[src/hw/rtl/mhu_pkg.sv]
// Shared types, widths and the CORDIC arctangent table for the heading unpacker.
`default_nettype none

package mhu_pkg;

    // Working width of the CORDIC X and Y datapath.
    localparam int XY_W     = 28;
    // Angle accumulator width, degrees in Q16.
    localparam int ACC_W    = 27;
    localparam int ACC_FRAC = 16;
    localparam int GUARD    = 8;
    localparam int AXIS_W   = 16;
    localparam int HEAD_W   = 17;
    localparam int ATAN_W   = 23;

    localparam logic signed [ACC_W-1:0] DEG180_Q16 = 27'sd11796480;
    localparam logic signed [ACC_W-1:0] DEG360_Q16 = 27'sd23592960;

    typedef struct packed {
        logic signed [XY_W-1:0]  x;
        logic signed [XY_W-1:0]  y;
        logic signed [ACC_W-1:0] acc;
        logic                    zero;
        logic [AXIS_W-1:0]       mx;
        logic [AXIS_W-1:0]       my;
        logic [AXIS_W-1:0]       mz;
    } mhu_stage_t;

    // atan(2^-i) in degrees, Q16, rounded to nearest.
    function automatic logic [ATAN_W-1:0] atan_q16(input int idx);
        logic [ATAN_W-1:0] v;
        begin
            unique case (idx)
                0:       v = 23'd2949120;
                1:       v = 23'd1740967;
                2:       v = 23'd919879;
                3:       v = 23'd466945;
                4:       v = 23'd234379;
                5:       v = 23'd117304;
                6:       v = 23'd58666;
                7:       v = 23'd29335;
                8:       v = 23'd14668;
                9:       v = 23'd7334;
                10:      v = 23'd3667;
                11:      v = 23'd1833;
                12:      v = 23'd917;
                13:      v = 23'd458;
                14:      v = 23'd229;
                15:      v = 23'd115;
                16:      v = 23'd57;
                17:      v = 23'd29;
                18:      v = 23'd14;
                19:      v = 23'd7;
                20:      v = 23'd4;
                21:      v = 23'd2;
                22:      v = 23'd1;
                default: v = 23'd0;
            endcase
            return v;
        end
    endfunction

endpackage

`default_nettype wire

[src/hw/rtl/magnetometer_heading_unpack.sv]
// Top level: magnetometer byte unpack and pipelined CORDIC compass heading.
// Each beat passes the pre-rotation, CORDIC iteration, fold and output registers in order.
// Throughput: one beat per cycle unless the output stalls; every CORDIC iteration is its own
// register stage. A stalled output backs up through a per-stage ready chain, so bubbles
// are absorbed. Reset clears all stage valid bits; payload registers are not reset.
`default_nettype none

module magnetometer_heading_unpack
    import mhu_pkg::*;
#(
    parameter int CORDIC_STEPS    = 16,
    parameter int ANGLE_FRAC_BITS = 8
)
(
    input  wire logic              clk,
    input  wire logic              rst_n,
    input  wire logic              in_valid,
    output logic                   in_ready,
    input  wire logic [7:0]        x_high_byte,
    input  wire logic [7:0]        x_low_byte,
    input  wire logic [7:0]        y_high_byte,
    input  wire logic [7:0]        y_low_byte,
    input  wire logic [7:0]        z_high_byte,
    input  wire logic [7:0]        z_low_byte,
    output logic                   out_valid,
    input  wire logic              out_ready,
    output logic signed [AXIS_W-1:0] mag_x,
    output logic signed [AXIS_W-1:0] mag_y,
    output logic signed [AXIS_W-1:0] mag_z,
    output logic [HEAD_W-1:0]      heading
);

    // Stage 0 is pre-rotation, 1..CORDIC_STEPS the iterations, then the fold stage.
    localparam int NSTG  = CORDIC_STEPS + 2;
    localparam int FOLD  = CORDIC_STEPS + 1;
    localparam int SHIFT = ACC_FRAC - ANGLE_FRAC_BITS;
    localparam int Q_W   = ACC_W;
    localparam logic [Q_W-1:0] FULL = Q_W'(360) << ANGLE_FRAC_BITS;

    mhu_stage_t        stg_data [NSTG];
    logic [NSTG-1:0]   stg_valid;
    logic [NSTG-1:0]   stg_en;
    logic              out_en;

    // Pre-rotation and fold stage registers.
    logic              pre_valid_reg;
    mhu_stage_t        pre_data_reg;
    logic              fold_valid_reg;
    mhu_stage_t        fold_data_reg;

    // Output register.
    logic              out_valid_reg;
    logic [AXIS_W-1:0] mx_reg;
    logic [AXIS_W-1:0] my_reg;
    logic [AXIS_W-1:0] mz_reg;
    logic [HEAD_W-1:0] heading_reg;
    logic [HEAD_W-1:0] heading_next;

    // Ready chain: a stage may load when it is empty or its successor loads.
    assign out_en = !out_valid_reg || out_ready;
    assign stg_en[NSTG-1] = !stg_valid[NSTG-1] || out_en;
    genvar k;
    generate
        for (k = 0; k < NSTG - 1; k++)
        begin : g_ready
            assign stg_en[k] = !stg_valid[k] || stg_en[k+1];
        end
    endgenerate
    assign in_ready = stg_en[0];

    // Pre-rotation: assemble axes, add guard bits, mirror the left half-plane.
    mhu_stage_t        pre_next;
    logic [AXIS_W-1:0] raw_x;
    logic [AXIS_W-1:0] raw_y;
    logic signed [XY_W-1:0] ext_x;
    logic signed [XY_W-1:0] ext_y;

    always_comb
    begin
        raw_x = {x_high_byte, x_low_byte};
        raw_y = {y_high_byte, y_low_byte};
        ext_x = $signed({{(XY_W-AXIS_W-GUARD){raw_x[AXIS_W-1]}}, raw_x, {GUARD{1'b0}}});
        ext_y = $signed({{(XY_W-AXIS_W-GUARD){raw_y[AXIS_W-1]}}, raw_y, {GUARD{1'b0}}});
        pre_next.mx   = raw_x;
        pre_next.my   = raw_y;
        pre_next.mz   = {z_high_byte, z_low_byte};
        pre_next.zero = (raw_x == '0) && (raw_y == '0);
        if (raw_x[AXIS_W-1])
        begin
            pre_next.x   = -ext_x;
            pre_next.y   = -ext_y;
            pre_next.acc = DEG180_Q16;
        end
        else
        begin
            pre_next.x   = ext_x;
            pre_next.y   = ext_y;
            pre_next.acc = '0;
        end
    end

    always_ff @(posedge clk or negedge rst_n)
    begin
        if (!rst_n)
            pre_valid_reg <= 1'b0;
        else if (stg_en[0])
            pre_valid_reg <= in_valid;
    end

    always_ff @(posedge clk)
    begin
        if (stg_en[0] && in_valid)
            pre_data_reg <= pre_next;
    end

    assign stg_valid[0] = pre_valid_reg;
    assign stg_data[0]  = pre_data_reg;

    // Unrolled CORDIC: one micro-rotation per stage.
    generate
        for (k = 0; k < CORDIC_STEPS; k++)
        begin : g_cordic
            mhu_cordic_stage #(
                .STEP (k)
            ) u_stage (
                .clk       (clk),
                .rst_n     (rst_n),
                .load      (stg_en[k+1]),
                .in_valid  (stg_valid[k]),
                .in_data   (stg_data[k]),
                .out_valid (stg_valid[k+1]),
                .out_data  (stg_data[k+1])
            );
        end
    endgenerate

    // Fold: lift negative angles by a full turn.
    mhu_stage_t fold_next;

    always_comb
    begin
        fold_next = stg_data[FOLD-1];
        if (stg_data[FOLD-1].acc[ACC_W-1])
            fold_next.acc = stg_data[FOLD-1].acc + DEG360_Q16;
    end

    always_ff @(posedge clk or negedge rst_n)
    begin
        if (!rst_n)
            fold_valid_reg <= 1'b0;
        else if (stg_en[FOLD])
            fold_valid_reg <= stg_valid[FOLD-1];
    end

    always_ff @(posedge clk)
    begin
        if (stg_en[FOLD] && stg_valid[FOLD-1])
            fold_data_reg <= fold_next;
    end

    assign stg_valid[FOLD] = fold_valid_reg;
    assign stg_data[FOLD]  = fold_data_reg;

    // Round to the output fraction, wrap a full turn to zero, and give zero for a zero vector.
    logic [Q_W-1:0] acc_u;
    logic [Q_W-1:0] q;

    assign acc_u = Q_W'(unsigned'(stg_data[FOLD].acc));

    generate
        if (SHIFT > 0)
        begin : g_round
            localparam logic [Q_W-1:0] HALF = Q_W'(1) << (SHIFT - 1);
            assign q = (acc_u + HALF) >> SHIFT;
        end
        else
        begin : g_exact
            assign q = acc_u;
        end
    endgenerate

    always_comb
    begin
        if (stg_data[FOLD].zero || (q >= FULL))
            heading_next = '0;
        else
            heading_next = q[HEAD_W-1:0];
    end

    always_ff @(posedge clk or negedge rst_n)
    begin
        if (!rst_n)
            out_valid_reg <= 1'b0;
        else if (out_en)
            out_valid_reg <= stg_valid[FOLD];
    end

    always_ff @(posedge clk)
    begin
        if (out_en && stg_valid[FOLD])
        begin
            mx_reg      <= stg_data[FOLD].mx;
            my_reg      <= stg_data[FOLD].my;
            mz_reg      <= stg_data[FOLD].mz;
            heading_reg <= heading_next;
        end
    end

    assign out_valid = out_valid_reg;
    assign mag_x     = $signed(mx_reg);
    assign mag_y     = $signed(my_reg);
    assign mag_z     = $signed(mz_reg);
    assign heading   = heading_reg;

    // Input backpressure only appears when the whole pipe is full and the output is stalled.
    a_ready_only_when_full: assert property (@(posedge clk) disable iff (!rst_n)
        !in_ready |-> (out_valid && !out_ready && (&stg_valid)))
        else $error("input stalled while pipeline has room");

    // A zero vector must report heading zero.
    a_zero_vector: assert property (@(posedge clk) disable iff (!rst_n)
        (out_valid && (mag_x == '0) && (mag_y == '0)) |-> (heading == '0))
        else $error("nonzero heading for zero vector");

    // Heading stays below a full turn.
    a_heading_range: assert property (@(posedge clk) disable iff (!rst_n)
        out_valid |-> (Q_W'(heading) < FULL))
        else $error("heading out of range");

    // A beat taken from the fold stage shows up at the output next cycle.
    a_fold_to_out: assert property (@(posedge clk) disable iff (!rst_n)
        (stg_valid[FOLD] && out_en) |=> out_valid)
        else $error("beat lost between fold stage and output");

endmodule

`default_nettype wire

[src/hw/rtl/mhu_cordic_stage.sv]
// One registered vectoring CORDIC micro-rotation with its valid bit.
`default_nettype none

module mhu_cordic_stage
    import mhu_pkg::*;
#(
    parameter int STEP = 0
)
(
    input  wire logic       clk,
    input  wire logic       rst_n,
    input  wire logic       load,
    input  wire logic       in_valid,
    input  wire mhu_stage_t in_data,
    output logic            out_valid,
    output mhu_stage_t      out_data
);

    localparam logic signed [ACC_W-1:0] ANGLE =
        $signed({{(ACC_W-ATAN_W){1'b0}}, atan_q16(STEP)});

    logic       valid_reg;
    mhu_stage_t data_reg;
    mhu_stage_t data_next;
    logic       y_pos;
    logic signed [XY_W-1:0] dx;
    logic signed [XY_W-1:0] dy;

    always_comb
    begin
        y_pos     = !in_data.y[XY_W-1] && (in_data.y != '0);
        dx        = in_data.y >>> STEP;
        dy        = in_data.x >>> STEP;
        data_next = in_data;
        if (y_pos)
        begin
            data_next.x   = in_data.x + dx;
            data_next.y   = in_data.y - dy;
            data_next.acc = in_data.acc + ANGLE;
        end
        else
        begin
            data_next.x   = in_data.x - dx;
            data_next.y   = in_data.y + dy;
            data_next.acc = in_data.acc - ANGLE;
        end
    end

    always_ff @(posedge clk or negedge rst_n)
    begin
        if (!rst_n)
            valid_reg <= 1'b0;
        else if (load)
            valid_reg <= in_valid;
    end

    always_ff @(posedge clk)
    begin
        if (load && in_valid)
            data_reg <= data_next;
    end

    assign out_valid = valid_reg;
    assign out_data  = data_reg;

endmodule

`default_nettype wire

[config.mk]
export PLATFORM = sky130hd
export DESIGN_NAME = magnetometer_heading_unpack
export DESIGN_NICKNAME = d
export VERILOG_FILES = /design/src/hw/rtl/mhu_pkg.sv /design/src/hw/rtl/magnetometer_heading_unpack.sv /design/src/hw/rtl/mhu_cordic_stage.sv
export SDC_FILE = /design/constraint.sdc
export NUM_CORES = 2
export LEC_CHECK = 0
export BUFFER_PORTS_ARGS = -buffer_cell sky130_fd_sc_hd__buf_2
export CORE_MARGIN = 3
export CORE_UTILIZATION = 49
export DETAILED_ROUTE_END_ITERATION = 8
export MAX_ROUTING_LAYER = met4
export SYNTH_ARGS = -nofsm -noshare
export SYNTH_HDL_FRONTEND = slang
export SYNTH_SLANG_ARGS = --single-unit
[constraint.sdc]
create_clock -name clk -period 11.43 [get_ports clk]
set_input_delay 3.429 -clock clk [delete_from_list [all_inputs] [get_ports clk]]
set_output_delay 3.429 -clock clk [all_outputs]
set_load 0.01 [all_outputs]
# Yosys cells after proc, flatten, opt, wreduce, memory -nomap -nowiden
# Index checks and enable logic that the tools add are counted.
[word_totals]
ff_bits = 2320
in_bits = 52
output_inout_bits = 67
word_cells = 370
[op_classes]
addsub = 95
n_lt_le_gt_ge = 1
muxes = 18
reduce_logical = 109
[ops]
columns = ["operator", "n"]
rows = [
  ["2-to-1 mux 83 bit", 15],
  ["nonzero test 28 bit", 16],
  ["2-to-1 mux 78 bit", 1],
  ["adder 28 x 14 -> 28 bit", 2],
  ["adder 28 x 15 -> 28 bit", 2],
  ["adder 28 x 16 -> 28 bit", 2],
  ["adder 28 x 17 -> 28 bit", 2],
  ["adder 28 x 18 -> 28 bit", 2],
  ["adder 28 x 19 -> 28 bit", 2],
  ["adder 28 x 20 -> 28 bit", 2],
  ["adder 28 x 21 -> 28 bit", 2],
  ["adder 28 x 22 -> 28 bit", 2],
  ["adder 28 x 23 -> 28 bit", 2],
  ["adder 28 x 24 -> 28 bit", 2],
  ["adder 28 x 25 -> 28 bit", 2],
  ["adder 28 x 26 -> 28 bit", 2],
  ["adder 28 x 27 -> 28 bit", 2],
  ["negator 24 -> 28 bit", 2],
  ["subtractor 28 x 14 -> 28 bit", 2],
  ["subtractor 28 x 15 -> 28 bit", 2],
  ["subtractor 28 x 16 -> 28 bit", 2],
  ["subtractor 28 x 17 -> 28 bit", 2],
  ["subtractor 28 x 18 -> 28 bit", 2],
  ["subtractor 28 x 19 -> 28 bit", 2],
  ["other kinds (50)", 149],
]

# Depth between registers and ports, before layout
[logic_depth]
word_depth = 21
ltp_mapped = 23

# Modules after synthesis
# From an unflattened synthesis, not the netlist that was laid out.
[unflattened]
cells_unflattened = 14038
area_unflattened_um2 = 151922.0
[modules_own_cells]
columns = ["mod", "n_inst", "cells_per_inst", "area_per_inst_um2", "seq_area_each_um2"]
rows = [
  ["mhu_cordic_stage (g_cordic[0].u_stage)", 1, 933, 9268.9, 3958.8],
  ["mhu_cordic_stage (g_cordic[2].u_stage)", 1, 862, 9161.3, 3988.8],
  ["mhu_cordic_stage (g_cordic[4].u_stage)", 1, 877, 9160.0, 3988.8],
  ["mhu_cordic_stage (g_cordic[3].u_stage)", 1, 853, 9152.5, 3988.8],
  ["mhu_cordic_stage (g_cordic[13].u_stage)", 1, 867, 9034.9, 3988.8],
  ["mhu_cordic_stage (g_cordic[9].u_stage)", 1, 871, 9028.7, 3988.8],
  ["mhu_cordic_stage (g_cordic[12].u_stage)", 1, 859, 9017.4, 3988.8],
  ["mhu_cordic_stage (g_cordic[7].u_stage)", 1, 847, 8997.4, 3988.8],
  ["mhu_cordic_stage (g_cordic[10].u_stage)", 1, 849, 8959.8, 3988.8],
  ["mhu_cordic_stage (g_cordic[11].u_stage)", 1, 842, 8931.1, 3988.8],
  ["mhu_cordic_stage (g_cordic[1].u_stage)", 1, 832, 8909.8, 3988.8],
  ["mhu_cordic_stage (g_cordic[6].u_stage)", 1, 824, 8858.5, 3988.8],
  ["mhu_cordic_stage (g_cordic[14].u_stage)", 1, 834, 8842.2, 3988.8],
  ["mhu_cordic_stage (g_cordic[8].u_stage)", 1, 812, 8788.4, 3988.8],
  ["+3 rows", "n/a", "n/a", "n/a", "n/a"],
]

# Least setup slack after synthesis
# No wires, ideal clock.
[synth_timing]
path_kind = "input to register"
from = "input out_ready"
to = "register g_cordic[11].u_stage.data_reg, in the netlist g_cordic[11].u_stage.out_data[0], enable pin"
arrival_time_ns = 10.245
path_slack_ns = 0.486
path_stages = 4
path_cell_list = "nor2b_1 nand3_1 nor2_1 a31oi_1"
[synth_via]
elab_chain_cells = 8
[synth_rtl]
columns = ["item", "line", "rtl"]
rows = [
  ["from (decl)", "magnetometer_heading_unpack.sv:26", "input wire logic out_ready,"],
  ["logical OR 1 bit", "magnetometer_heading_unpack.sv:60", "assign out_en = !out_valid_reg || out_ready;"],
  ["logical OR 1 bit", "magnetometer_heading_unpack.sv:61", "assign stg_en[NSTG-1] = !stg_valid[NSTG-1] || out_en;"],
  ["logical OR 1 bit (5 in a row)", "magnetometer_heading_unpack.sv:66", "assign stg_en[k] = !stg_valid[k] || stg_en[k+1];"],
  ["logical AND 1 bit", "mhu_cordic_stage.sv:59", "if (load && in_valid)"],
  ["to (signal assigned)", "mhu_cordic_stage.sv:60", "data_reg <= data_next;"],
  ["to (decl)", "mhu_cordic_stage.sv:23", "mhu_stage_t data_reg;"],
]
# Every way passes these cells.
# A chain may end at the register's enable or synchronous reset.

# Final worst setup path
[layout_timing]
from = "input out_ready"
to = "output in_ready"
[layout_via]
elab_chain_cells = 19
[layout_rtl]
columns = ["item", "line", "rtl"]
rows = [
  ["logical OR 1 bit", "magnetometer_heading_unpack.sv:60", ""],
  ["logical OR 1 bit", "magnetometer_heading_unpack.sv:61", ""],
  ["logical OR 1 bit (17 in a row)", "magnetometer_heading_unpack.sv:66", ""],
  ["to (decl)", "magnetometer_heading_unpack.sv:18", "output logic in_ready,"],
]
# Every way passes these cells.

==> results.tsv <==
stage	metric	value	unit
yosys	postSynthAreaPerCell	11.4	µm²
timing	worstMarginPinSlew	1.13	ns
cells_and_area	largest_reg_flops	1911	
cells_and_area	final_core_util	54.4	%
yosys	syn_inst	11100	
clock_network	clock_latency	0.87	ns
min_path	hp-class	reg2reg	
yosys	yosysMostFrequentCell	edfxtp_1	
cells_and_area	final_area	0.140	mm²
critical_path	worst-setup-path-type	in2out	
place	gp_congestion	0.915	
critical_path	critPathArrivalTime	6.08	ns
run_status	outcome	complete, no violations	
yosys	ys_types	93	
detailed_routing	drtPass1Iterations	7	
place	dp.final_hpwl	221000	µm
yosys	synth_warnings	0	
global_route	grt_max_degree	127	
timing	setup_violations	0	
critical_path	cp_data_required_time	8.00	ns
floorplanning	io_pins	119	
detailed_routing	wl	286000	µm
global_route	grt_usage	21.8	%
critical_path	cp-start-kind	input pin	
timing	fin_setup_tns	0	ns
floorplanning	core.rowCount	186	
clock_network	clockBufferDepth	3	
timing	hold_viol_final	0	
cells_and_area	area_delta_synth_final	10.1	%
yosys	synth_area_leaders	edfxtp_1 (50%), ha_1 (11%), xnor2_1 (6.8%)	
timing	min_period_over_period	83.2	%
timing	skew	0.0799	ns
yosys	synth-edff-count	2132	
yosys	synth-async-reset-ratio	0.883	%
floorplanning	die_h	516	µm
yosys	synth_seq_area_share	50.7	%
detailed_routing	detail_route.wl_per_cell	19.0	µm
clock_network	htreeDepth	4	
detailed_routing	route.detailed.drc	0	
detailed_routing	avgViaCountPerCell	5.66	
timing	rsz0062_at_grt	no	
floorplanning	die-area	0.266	mm²
floorplanning	core	0.258	mm²
critical_path	slowest_delay	0.65	ns
yosys	synth_area	0.127	mm²
yosys	yosysTopAreaCellShare	50.3	%
detailed_routing	ant_nets	0	
timing	clock.fmax	105	MHz
clock_network	cts_hold_buf	0	
place	portBuffers	118	
clock_network	cts_tree	built	
timing	slew_headroom	23.9	%
cells_and_area	layout-drive-gt1-share	6.07	%
yosys	synth_common_cells	edfxtp_1 (2132), ha_1 (1128), xnor2_1 (983), a21oi_1 (958), nor2_1 (827)	
yosys	yosysTopAreaCell	edfxtp_1	
cells_and_area	fill_cells	21700	
global_route	grt_pass1_wl	454000	µm
timing	finalCriticalPeriod	9.51	ns
clock_network	ctsResizeCount	0	
global_route	grt_pass1_vias	83700	
clock_network	post_cts_buffers	0	
yosys	synth_ff_type	edfxtp_1	
critical_path	crit_fanout	6	
global_route	antenna_found_initial	12	
critical_path	cpMostUsedCell	buf_2	
floorplanning	start_util	49.4	%
global_route	overflow	0	
critical_path	path_cells	buf_2 > nor2b_1 > nand3_1 > nor2_1 > nand2_1 > nor4_1 > and3_1 > nand4_1 > buf_2	
clock_network	cts_buffers	229	
floorplanning	dieWidth	516	µm
critical_path	critPathCaptureType	output port	
place	placed_cell_area	0.132	mm²
detailed_routing	vias	85100	
flow_run	cap_viol_max_count	0	
critical_path	slowest_stage	nor4_1	
cells_and_area	final_nets	12700	
clock_network	cts.sinks	2151	
clock_network	cts_root_buf	clkbuf_16	
yosys	ys_ff_latch	2151	
clock_network	path_clk_slew	0.06	ns
timing	drv_slew	0	
detailed_routing	drt-initial-drc-count	5195	
[logic make-up after synthesis]
| logic type | synth area share (%) |
|---|---|
| adder cells (fa/ha/maj) | 11.6 |
| AND/OR/NAND/NOR | 11.0 |
| multiplexers | 0.467 |
| AO/OA/AOI/OAI | 14.5 |
| flip-flops | 50.7 |
| buffers and inverters | 1.79 |
| XOR/XNOR | 9.91 |
| other | 0.00295 |
[layout by cell type, fill, tap and decap left out, types with 38 or more instances in the layout]
| cell type | n |
|---|---|
| a211oi_1 | 102 |
| a21boi_0 | 38 |
| a21o_1 | 371 |
| a21oi_1 | 958 |
| a31oi_1 | 85 |
| and2_1 | 48 |
| and3_1 | 111 |
| buf_2 | 118 |
| buf_4 | 62 |
| clkbuf_16 | 230 |
| clkinv_1 | 54 |
| clkinv_2 | 41 |
| conb_1 | 46 |
| edfxtp_1 | 2132 |
| ha_1 | 1128 |
| inv_1 | 450 |
| mux2i_1 | 47 |
| nand2_1 | 576 |
| nand2b_1 | 142 |
| nand3_1 | 206 |
| nand4_1 | 70 |
| nor2_1 | 827 |
| nor2b_1 | 134 |
| nor3_1 | 270 |
| nor4_1 | 98 |
| o211ai_1 | 44 |
| o21a_1 | 151 |
| o21ai_0 | 511 |
| o21bai_1 | 125 |
| o31ai_1 | 135 |
| o41ai_1 | 62 |
| or2_2 | 62 |
| or3_1 | 117 |
| or4_1 | 53 |
| xnor2_1 | 983 |
| xor2_1 | 457 |
[area by class of cell]
cell class	instances	area [µm²]	area share, %
clock buffer	265	5890	4.20
tap	3384	4230	3.02
inverter	461	1730	1.24
sequential	2151	64500	46.0
clock inverter	160	1900	1.35
antenna	4	10.0	0.00714
multi-input combinational	8437	60800	43.4
timing repair buffer	181	1080	0.768
[per-stage QoR]
step           hold WS (ns)  setup slack [ns]  std cells
4_1_cts               0.359              1.91      15000
3_5_place_dp          0.405              1.90      14600
5_1_grt               0.362              1.68      15000
6_report              0.370              1.92      15000
2_1_floorplan         0.400             0.486      11200
3_3_place_gp          0.400              1.90      14600
[path summary, 6_finish.rpt]
check                                                                start                                           to  slack (ns)  depth (start not counted)
worst min-delay path            g_cordic[4].u_stage.out_data[38]$_DFFE_PP_   g_cordic[5].u_stage.out_data[38]$_DFFE_PP_        0.37                          0
worst max register to register  g_cordic[7].u_stage.out_data[87]$_DFFE_PP_  g_cordic[8].u_stage.out_data[129]$_DFFE_PP_        4.25                         20
worst min register to register  g_cordic[4].u_stage.out_data[38]$_DFFE_PP_   g_cordic[5].u_stage.out_data[38]$_DFFE_PP_        0.37                          0
min in group asynchronous                                            rst_n   g_cordic[10].u_stage.out_valid$_DFFE_PN0P_        2.50                          1
worst max-delay path                                             out_ready                                     in_ready        1.92                          9
max in group asynchronous                                            rst_n    g_cordic[2].u_stage.out_valid$_DFFE_PN0P_        8.60                          1
[per-layer routing]
layer | up-vias | wire length, µm | GRT usage (%)
met5 | - | 0 | -
met4 | 0 | 6960 | 5.49
met3 | 435 | 10500 | 2.45
met2 | 1544 | 140000 | 36.9
met1 | 40700 | 129000 | 28.1
li1 | 42400 | - | -
[critical path: cells and delay by family]
kind                   cells  cell delay [ns]
buffers and inverters      2             0.27
and+or+nand+nor            7             2.38
Power is not shown: default switching activity piles up to over one toggle a cycle in this logic, so the estimate is an artifact.
